## config.mk

```make
export PLATFORM = sky130hd
export DESIGN_NAME = skt_ctrl
export DESIGN_NICKNAME = d
export VERILOG_FILES = /design/src/design/assert_macros.svh /design/src/design/skt_pkg.sv /design/src/design/skt_ctrl.sv
export SDC_FILE = /design/constraint.sdc
export NUM_CORES = 1
export LEC_CHECK = 0
export BUFFER_PORTS_ARGS = -buffer_cell sky130_fd_sc_hd__buf_2
export CORE_AREA = 4 4 41 43
export CTS_BUF_LIST = sky130_fd_sc_hd__clkbuf_4
export CTS_CLUSTER_SIZE = 12
export DETAILED_ROUTE_END_ITERATION = 10
export DIE_AREA = 0 0 45 47
export SETUP_SLACK_MARGIN = 0.05
export SYNTH_ARGS = -nofsm -noshare
export SYNTH_HDL_FRONTEND = slang
export SYNTH_SLANG_ARGS = --single-unit
```

## constraint.sdc

```tcl
create_clock -name clk -period 1.7 [get_ports clk]
set_input_delay 0.255 -clock clk [delete_from_list [all_inputs] [get_ports clk]]
set_output_delay 0.255 -clock clk [all_outputs]
set_load 0.02 [all_outputs]
```

## src/design/assert_macros.svh

```systemverilog
// Assertion macros used by sorted_key_table_remove_unit.sv.
`ifndef ASSERT_MACROS_SVH
`define ASSERT_MACROS_SVH

// Same-cycle implication, sampled on the rising clock, off during reset.
`define SKT_ASSERT_NOW(lbl, clk, rst, ant, cons, msg) \
  lbl: assert property (@(posedge clk) disable iff (rst) (ant) |-> (cons)) else $error(msg);

// Next-cycle implication, sampled on the rising clock, off during reset.
`define SKT_ASSERT_NEXT(lbl, clk, rst, ant, cons, msg) \
  lbl: assert property (@(posedge clk) disable iff (rst) (ant) |=> (cons)) else $error(msg);

`endif

```

## src/design/skt_pkg.sv

```systemverilog
package skt_pkg;

  // Table geometry
  localparam int TABLE_DEPTH = 8192;
  localparam int ADDR_W      = $clog2(TABLE_DEPTH);
  localparam int CNT_W       = $clog2(TABLE_DEPTH + 1);
  localparam int KEY_W       = 32;
  localparam int ENTRY_W     = 2 * KEY_W;

  // Input word kinds
  localparam logic KIND_APPEND = 1'b0;
  localparam logic KIND_REMOVE = 1'b1;

  // Result status codes
  localparam logic [1:0] ST_REMOVED  = 2'd0;
  localparam logic [1:0] ST_NOTFOUND = 2'd1;
  localparam logic [1:0] ST_APPENDED = 2'd2;
  localparam logic [1:0] ST_FULL     = 2'd3;

  // Controller to datapath commands
  typedef struct packed {
    logic       load;       // latch key, open search range
    logic       append;     // write key at end of table
    logic       probe;      // read entry at middle of range
    logic       narrow;     // shrink range after a miss
    logic       hit;        // start shifting after the found entry
    logic       shift;      // one step of the shift-down sweep
    logic       fin;        // post result word
    logic [1:0] fin_status;
  } skt_cmd_t;

  // Datapath to controller status
  typedef struct packed {
    logic full;
    logic search_done;
    logic key_eq;
    logic shift_more;
  } skt_stat_t;

endpackage

```

## src/design/skt_ctrl.sv

```systemverilog
module skt_ctrl (
  input  logic               clk,
  input  logic               rst,
  input  logic               start,
  input  logic               kind,
  input  skt_pkg::skt_stat_t stat,
  output skt_pkg::skt_cmd_t  cmd,
  output logic               busy
);

  typedef enum logic [4:0] {
    S_IDLE   = 5'b00001,
    S_APPEND = 5'b00010,
    S_PROBE  = 5'b00100,
    S_CMP    = 5'b01000,
    S_SHIFT  = 5'b10000
  } state_t;

  state_t state, state_next;

  // State register
  always_ff @(posedge clk) begin
    if (rst) begin
      state <= S_IDLE;
    end else begin
      state <= state_next;
    end
  end

  // Next state and commands
  always_comb begin
    state_next = state;
    cmd        = '0;
    case (state)
      S_IDLE: begin
        if (start) begin
          cmd.load   = 1'b1;
          state_next = (kind == skt_pkg::KIND_REMOVE) ? S_PROBE : S_APPEND;
        end
      end
      S_APPEND: begin
        cmd.fin = 1'b1;
        if (stat.full) begin
          cmd.fin_status = skt_pkg::ST_FULL;
        end else begin
          cmd.append     = 1'b1;
          cmd.fin_status = skt_pkg::ST_APPENDED;
        end
        state_next = S_IDLE;
      end
      S_PROBE: begin
        // empty range covers the empty table too
        if (stat.search_done) begin
          cmd.fin        = 1'b1;
          cmd.fin_status = skt_pkg::ST_NOTFOUND;
          state_next     = S_IDLE;
        end else begin
          cmd.probe  = 1'b1;
          state_next = S_CMP;
        end
      end
      S_CMP: begin
        if (stat.key_eq) begin
          cmd.hit    = 1'b1;
          state_next = S_SHIFT;
        end else begin
          cmd.narrow = 1'b1;
          state_next = S_PROBE;
        end
      end
      S_SHIFT: begin
        cmd.shift = 1'b1;
        if (!stat.shift_more) begin
          cmd.fin        = 1'b1;
          cmd.fin_status = skt_pkg::ST_REMOVED;
          state_next     = S_IDLE;
        end
      end
      default: begin
        state_next = S_IDLE;
      end
    endcase
  end

  assign busy = (state != S_IDLE);

endmodule

```

==> Word level (Yosys, flattened, before mapping) <==
Index checks and enable logic that the tools add are counted.
{ "totals": {"ff_bits": 5, "in_bits": 8, "out_inout_bits": 10, "elab_cells": 30} }
{ "op_classes": {"eq_ne": 8, "mux": 20, "reduce_logical": 1} }
{ "ops": {"columns": ["op", "count"], "rows": [
  ["5-bit case mux with 4 select lines", 1],
  ["5-bit two-way mux", 3],
  ["1-bit two-way mux", 10],
  ["3-bit two-way mux", 3],
  ["3-bit case mux with 3 select lines", 1],
  ["5-bit by 1-bit equality test with 1-bit output, second input constant", 1],
  ["5-bit by 2-bit equality test with 1-bit output, second input constant", 1],
  ["5-bit by 3-bit equality test with 1-bit output, second input constant", 1],
  ["5-bit by 4-bit equality test with 1-bit output, second input constant", 1],
  ["5-bit equality test, second input constant", 1],
  ["5-bit by 1-bit != test with 1-bit output, second input constant", 1],
  ["4-bit two-way mux", 1],
  ["2-bit != test, second input constant", 2],
  ["2-bit two-way mux", 1],
  ["2-bit AND reduction", 1]
]} }

==> Logic depth before layout (Yosys ltp) <==
Gate-level depths: netlist (run 1).
{ "logic_depth": {"depth_word": 3, "depth_mapped": 4, "mapped_depth_nobuf": 3} }

==> Worst setup path before layout (run 1) <==
No wires, ideal clock.
{ "synth_path": {"path_kind": "register -> output", "startpoint": "register state[4]", "endpoint": "output port cmd[2] (netlist name)", "arrival_time_ps": 1366, "setup_slack_ps": 79, "stages_incl_launch_ff": 4, "path_cell_list": "dfxtp_1 > nor3b_1 > a21oi_1 > o41ai_1"} }
{ "synth_rtl": {"columns": ["element", "line", "rtl"], "rows": [
  ["start, declared", "skt_ctrl.sv:19", "state_t state, state_next;"],
  ["start signal, assigned", "skt_ctrl.sv:26", "state <= state_next;"],
  ["end, declared", "skt_ctrl.sv:7", "output skt_pkg::skt_cmd_t cmd,"]
]} }

==> flow_summary.yaml, run 1 <==
placement:
  port_buffers: 17
  gp_congestion: 0.846
  dp_hpwl_um: 782
grt:
  grt_usage_pct: 11.5
  grt_pass1_wl_um: 1680
  use_met2_pct: 19.2
  grt_max_degree: 8
  first_global_vias: 382
  met3_usage_pct: 6.13
  busiest_layer: "met2"
  overflow: 0
  antenna_found_initial: 0
  grtUsageMet1_pct: 12.1
power:
  vdd_ir_drop_max_mv: 0.408
  power.leakage_uw: 0.000273
  p_per_area_mw_per_mm2: 665
setup_path:
  r2r_cells: 4
  r2r_slack_ps: 400
  crit_path_end_kind: "output pin"
  critical_path_class: "reg2out"
  crit_fanout: 6
  crit_arrival_ps: 1330
  r2r-end: "state[2]"
  cp-start-kind: "flip-flop"
  cp.required_ps: 1440
  r2r-start: "state[0]"
cells_and_area:
  largest_reg_flops: 5
  area_growth_pct: 53.9
  drive_gt1_share_pct: 67.7
  top_regs: "state (5)"
  largest-register: "state"
  fin_nets: 71
  fillers: 129
  diodes: 0
clocking:
  clk_pin_slew_ps: 40
  numCtsBuffers: 3
  cts_buffer_depth: 2
  cts_tree: "built"
  root_buffer: "clkbuf_4"
  cts_hold_buf: 0
  insertion_delay_ps: 240
  htree_levels: 1
  cts.sinks: 5
logic_synthesis:
  avgSynthCellArea_um2: 9.92
  synth_seq_cells: 5
  mappedNetlistArea_um2: 397
  synthCells: 40
  synth_compound_area_share_pct: 19.9
  synth_nets: 48
  yosys_warnings: 0
  synthSimpleGateAreaFrac_pct: 47.9
  ys_types: 27
  synth_top_family_by_area: "simple AND/OR/NAND/NOR gates"
  synth-xor-area-share_pct: 2.21
  synthAdderAreaFrac_pct: 0
  synth.area.mux_share_pct: 0
  yosysSeqAreaShare_pct: 25.2
floorplan:
  die_w_um: 45
  ioPinCount: 18
  die_y_um: 47
  dieArea_mm2: 0.00212
  start_util_pct: 30.5
  core_region_area_mm2: 0.00130
  row_count: 13
timing:
  skew_ps: 0.786
  finalSetupViolations: 0
  fmax_ghz: 0.629
  fin_crit_ps: 1590
  finalCritPeriodShare_pct: 93.5
  final_hold_viol_count: 0
  drv_slew: 0
  whs_ps: 200
  fin_setup_tns_ps: 0
  worst_pin_slew_ps: 249
  max_slew_margin_pct: 83.2
  rsz0062_at_grt: "yes"
detailed_routing:
  drtIter0Drc: 3
  postRouteAntennaNets: 0
  viasPerCell: 5.40
  routed_wl_um: 1070
  drtPass1Iterations: 3
  drc: 0
  routedWlPerCell_um: 13.9
  num_vias: 416
run:
  max-cap-violations: 0
worst_hold_path:
  hold_start: "kind"
  holdPathStages: 2
  hp-class: "in2reg"
  whs_endpoint: "state[1]"
outcome:
  outcome: "completed"
-- placed cells by master, fill, tap and decap left out, drive strengths merged --
master    n
buf      19
dfxtp     5
clkbuf    4
nor2      4
and4b     3
inv       3
nor4b     3
nor2b     2
nand3     2
and4      2
nor3      1
and3b     1
nand4bb   1
nor3b     1
a21oi     1
o41ai     1
and3      1
a21bo     1
o221a     1
xnor2     1
o2bb2ai   1
nor4      1
a22oi     1
nand4     1
a2111oi   1
-- synthesized netlist by cell type --
master,n,area share [%]
o41ai_1,1,2.2
and3b_1,1,2.2
and4b_1,3,7.6
o2bb2ai_1,1,2.2
a21bo_2,1,2.5
nor2_2,1,1.6
and3_1,1,1.6
nor2b_1,2,3.2
and4_1,1,2.2
and4_4,1,2.8
nand4bb_2,1,4.1
o221a_2,1,2.8
buf_4,1,1.9
dfxtp_1,5,25
nor4_1,1,1.6
nand4_1,1,1.6
nor3b_1,1,1.9
inv_1,3,2.8
a21oi_1,1,1.3
a2111oi_4,1,6.9
nor4b_1,1,2.2
nor2_1,3,2.8
xnor2_1,1,2.2
a22oi_1,1,1.9
nand3_1,2,2.5
nor4b_2,2,7.6
nor3_2,1,2.5
-- logic make-up after synthesis --
logic type      after synthesis
compound gates                7
xor+xnor                      1
buf+inv                       4
flops                         5
simple gates                 23
-- power breakdown --
| group | switching (µW) | internal [µW] | total (µW) |
|---|---|---|---|
| sequential | 14.2 | 123 | 137 |
| combinational | 62.6 | 56.7 | 119 |
| clock | 45.6 | 104 | 150 |
-- timing repair --
action | in CTS | in global routing
gates resized for setup | 3 | 18
setup buffers | 0 | 1
pin swaps | 0 | 2
endpoints found under the setup margin | 2 | 5
hold endpoints to repair | 0 | 0
-- critical path, stage by stage, from the launching register on --
cell,delay [ps]
dfxtp_4,360
nor3_4,280
buf_6,150
nand4bb_4,130
inv_2,80
buf_6,110
-- area by class of cell --
class | instances | area (µm²) | area share, %
Inverter | 3 | 11.3 | 1.84
Tap cell | 15 | 18.8 | 3.07
Timing Repair Buffer | 19 | 116 | 19.1
Sequential cell | 5 | 114 | 18.6
Clock buffer | 4 | 30.0 | 4.92
Multi-Input combinational cell | 31 | 320 | 52.5
-- through the flow --
stage | instances | setup WS [ps] | cell area (µm²) | utilization [%] | power (µW)
after floorplan | 40 | 79.1 | 397 | - | 206
after global placement | 72 | 265 | 500 | 38.5 | 241
after detailed placement | 72 | 270 | 500 | 38.5 | 240
after CTS | 76 | 49.9 | 539 | 41.4 | 398
after global routing | 77 | 27.4 | 611 | 46.9 | 439
final | 77 | 110 | 611 | 46.9 | 406
-- metal layers --
| metal | vias up | wire, µm |
|---|---|---|
| met1 | 192 | 435 |
| li1 | 209 | - |
| met2 | 13 | 558 |
| met3 | 2 | 71 |
| met5 | - | 0 |
| met4 | 0 | 7 |
-- worst max-delay path by stage --
stage | from | to | slack [ps] | depth (start not counted)
after floorplan | state[4] | cmd[2] | 80 | 3
after global placement | state[0] | cmd[0] | 260 | 4
after detailed placement | state[4] | cmd[2] | 270 | 4
after CTS | state[1] | cmd[2] | 50 | 4
after global routing | state[4] | cmd[2] | 30 | 4
final | state[0] | cmd[5] | 110 | 5
(Power assumes the default switching activity.)
==> inputs of run 2 (changes only) <==
--- a/config.mk
+++ b/config.mk
@@ -5,6 +5,7 @@
 export SDC_FILE = /design/constraint.sdc
 export NUM_CORES = 1
 export LEC_CHECK = 0
+export ABC_AREA = 1
 export BUFFER_PORTS_ARGS = -buffer_cell sky130_fd_sc_hd__buf_2
 export CORE_AREA = 4 4 41 43
 export CTS_BUF_LIST = sky130_fd_sc_hd__clkbuf_4
==> flow_summary.yaml, run 2 <==
timing:
  whs_ps: 189
  worst_pin_slew_ps: 203
  fin_crit_ps: 1540
  fin_setup_tns_ps: 0
  finalSetupViolations: 0
  rsz0062_at_grt: "no"
  fmax_ghz: 0.651
  final_hold_viol_count: 0
  finalCritPeriodShare_pct: 90.4
  skew_ps: 1.05
  drv_slew: 0
  max_slew_margin_pct: 86.3
detailed_routing:
  viasPerCell: 4.58
  postRouteAntennaNets: 0
  routedWlPerCell_um: 10.1
  drtPass1Iterations: 2
  routed_wl_um: 865
  num_vias: 394
  drc: 0
  drtIter0Drc: 1
cells_and_area:
  layout_common_cells: "buf_2 (17), inv_1 (10), nand2_1 (7)"
  largest-register: "state"
  area_growth_pct: 41.7
  fillers: 159
  fin_nets: 80
  final_common_cell: "buf_2"
  drive_gt1_share_pct: 42.3
  register_area_um2: 100
  diodes: 0
  top_regs: "state (5)"
  largest_reg_flops: 5
  final_util_pct: 36.3
  multi_input_area_um2: 193
clocking:
  clk_pin_slew_ps: 40
  cts_tree: "built"
  cts.sinks: 5
  htree_levels: 1
  root_buffer: "clkbuf_4"
  cts_setup_buffers: 0
  numCtsBuffers: 3
  insertion_delay_ps: 240
  cts_buffer_depth: 2
grt:
  grt_usage_pct: 9.08
  overflow: 0
  grt_pass1_wl_um: 1330
  grt_max_degree: 11
  antenna_found_initial: 0
  first_global_vias: 336
logic_synthesis:
  mappedNetlistArea_um2: 333
  synth.area.top_cells: "dfxtp_1 (30%), inv_1 (11%), nand4_1 (11%)"
  synth_edf_count: 0
  synth_nets: 58
  avgSynthCellArea_um2: 6.66
  synth_top_area_cell: "dfxtp_1"
  async_reset_ff_share_pct: 0
  yosys_warnings: 0
  synth.most_common_cell: "inv_1"
  ys_types: 15
  synth_flop_cell: "dfxtp_1"
  synth_top_area_share_pct: 30.1
  yosys-top-cells-count: "inv_1 (10), nand2_1 (7), nand4_1 (6), nor2_1 (6), dfxtp_1 (5)"
  yosysSeqAreaShare_pct: 30.1
  synthCells: 50
  synth_seq_cells: 5
run:
  max-cap-violations: 0
power:
  vdd_ir_drop_max_mv: 0.369
  power.leakage_uw: 0.000282
  p_per_area_mw_per_mm2: 835
floorplan:
  die_y_um: 47
  core_region_area_mm2: 0.00130
  dieArea_mm2: 0.00212
  start_util_pct: 25.6
  ioPinCount: 18
  row_count: 13
  die_w_um: 45
setup_path:
  critical_path_class: "reg2out"
  crit_start: "state[3]"
  r2r_cells: 7
  crit_path_end_kind: "output pin"
  crit_fanout: 3
  crit_arrival_ps: 1280
  cp.required_ps: 1440
  crit_path_end: "cmd[5]"
  r2r_slack_ps: 600
  r2r-start: "state[3]"
  r2r-end: "state[0]"
  cp-start-kind: "flip-flop"
placement:
  dp_hpwl_um: 721
  gp_congestion: 0.733
  port_buffers: 17
outcome:
  outcome: "completed"
worst_hold_path:
  hp-class: "in2reg"
run 2: changes by cell type after synthesis, sizes merged, moves of 2 or more:
cell and delta:
nor2 +6, nand2 +7, nor2b -2, and4 -2
nand3 +3, and4b -3, nand4 +5, inv +9
nor4b -3
run 2: what timing repair did:
action,CTS,global route
gates resized for setup,0,1
hold buffers,0,0
setup endpoints to repair,0,1
run 2: per-stage QoR:
| stage | total power, µW | instance area, µm² | setup slack [ps] | instances |
|---|---|---|---|---|
| after floorplan | 209 | 333 | 278 | 50 |
| after global placement | 242 | 437 | 426 | 82 |
| after detailed placement | 242 | 437 | 406 | 82 |
| after CTS | 401 | 467 | 140 | 86 |
| after global routing | 421 | 472 | 68.5 | 86 |
| final | 394 | 472 | 164 | 86 |
run 2: power breakdown:
group	total, µW	internal (µW)	switching [µW]	leakage, µW
clock network	152	105	47.9	0.0000184
logic	108	38.5	69.2	0.000223
registers	134	125	8.51	0.0000408
run 2: final cells by class:
class                           instances  share of cell area [%]
Multi-Input combinational cell         33                    40.8
Sequential cell                         5                    21.2
Timing Repair Buffer                   17                    18.0
Inverter                               12                    9.55
Clock buffer                            4                    6.37
Tap cell                               15                    3.98
run 2: worst min path at each step:
stage | from | end | cells past startpoint
CTS | kind | state[1] | 2
detailed placement | kind | state[1] | 2
global route | kind | state[1] | 2
global placement | kind | state[1] | 2
floorplan | rst | state[2] | 1
finish | kind | state[1] | 2
run 2: cell families after synthesis:
| group | count (synthesis) | share of synthesized area [%] |
|---|---|---|
| buf+inv | 12 | 13.5 |
| flops | 5 | 30.1 |
| simple gates | 30 | 49.6 |
| compound gates | 3 | 6.77 |
run 2: critical path, stage by stage (launching register included):
cell and delay [ps]:
dfxtp_1 390, inv_1 60, nor2_1 170, nand4_1 170, inv_1 90, buf_2 160
run 2: metal layers:
metal	global-route usage, %	wire length (µm)	vias to the layer above
met5	0	0	-
met4	8.77	6	0
met3	2.68	84	2
met2	13.8	356	16
met1	9.98	418	170
li1	-	-	206
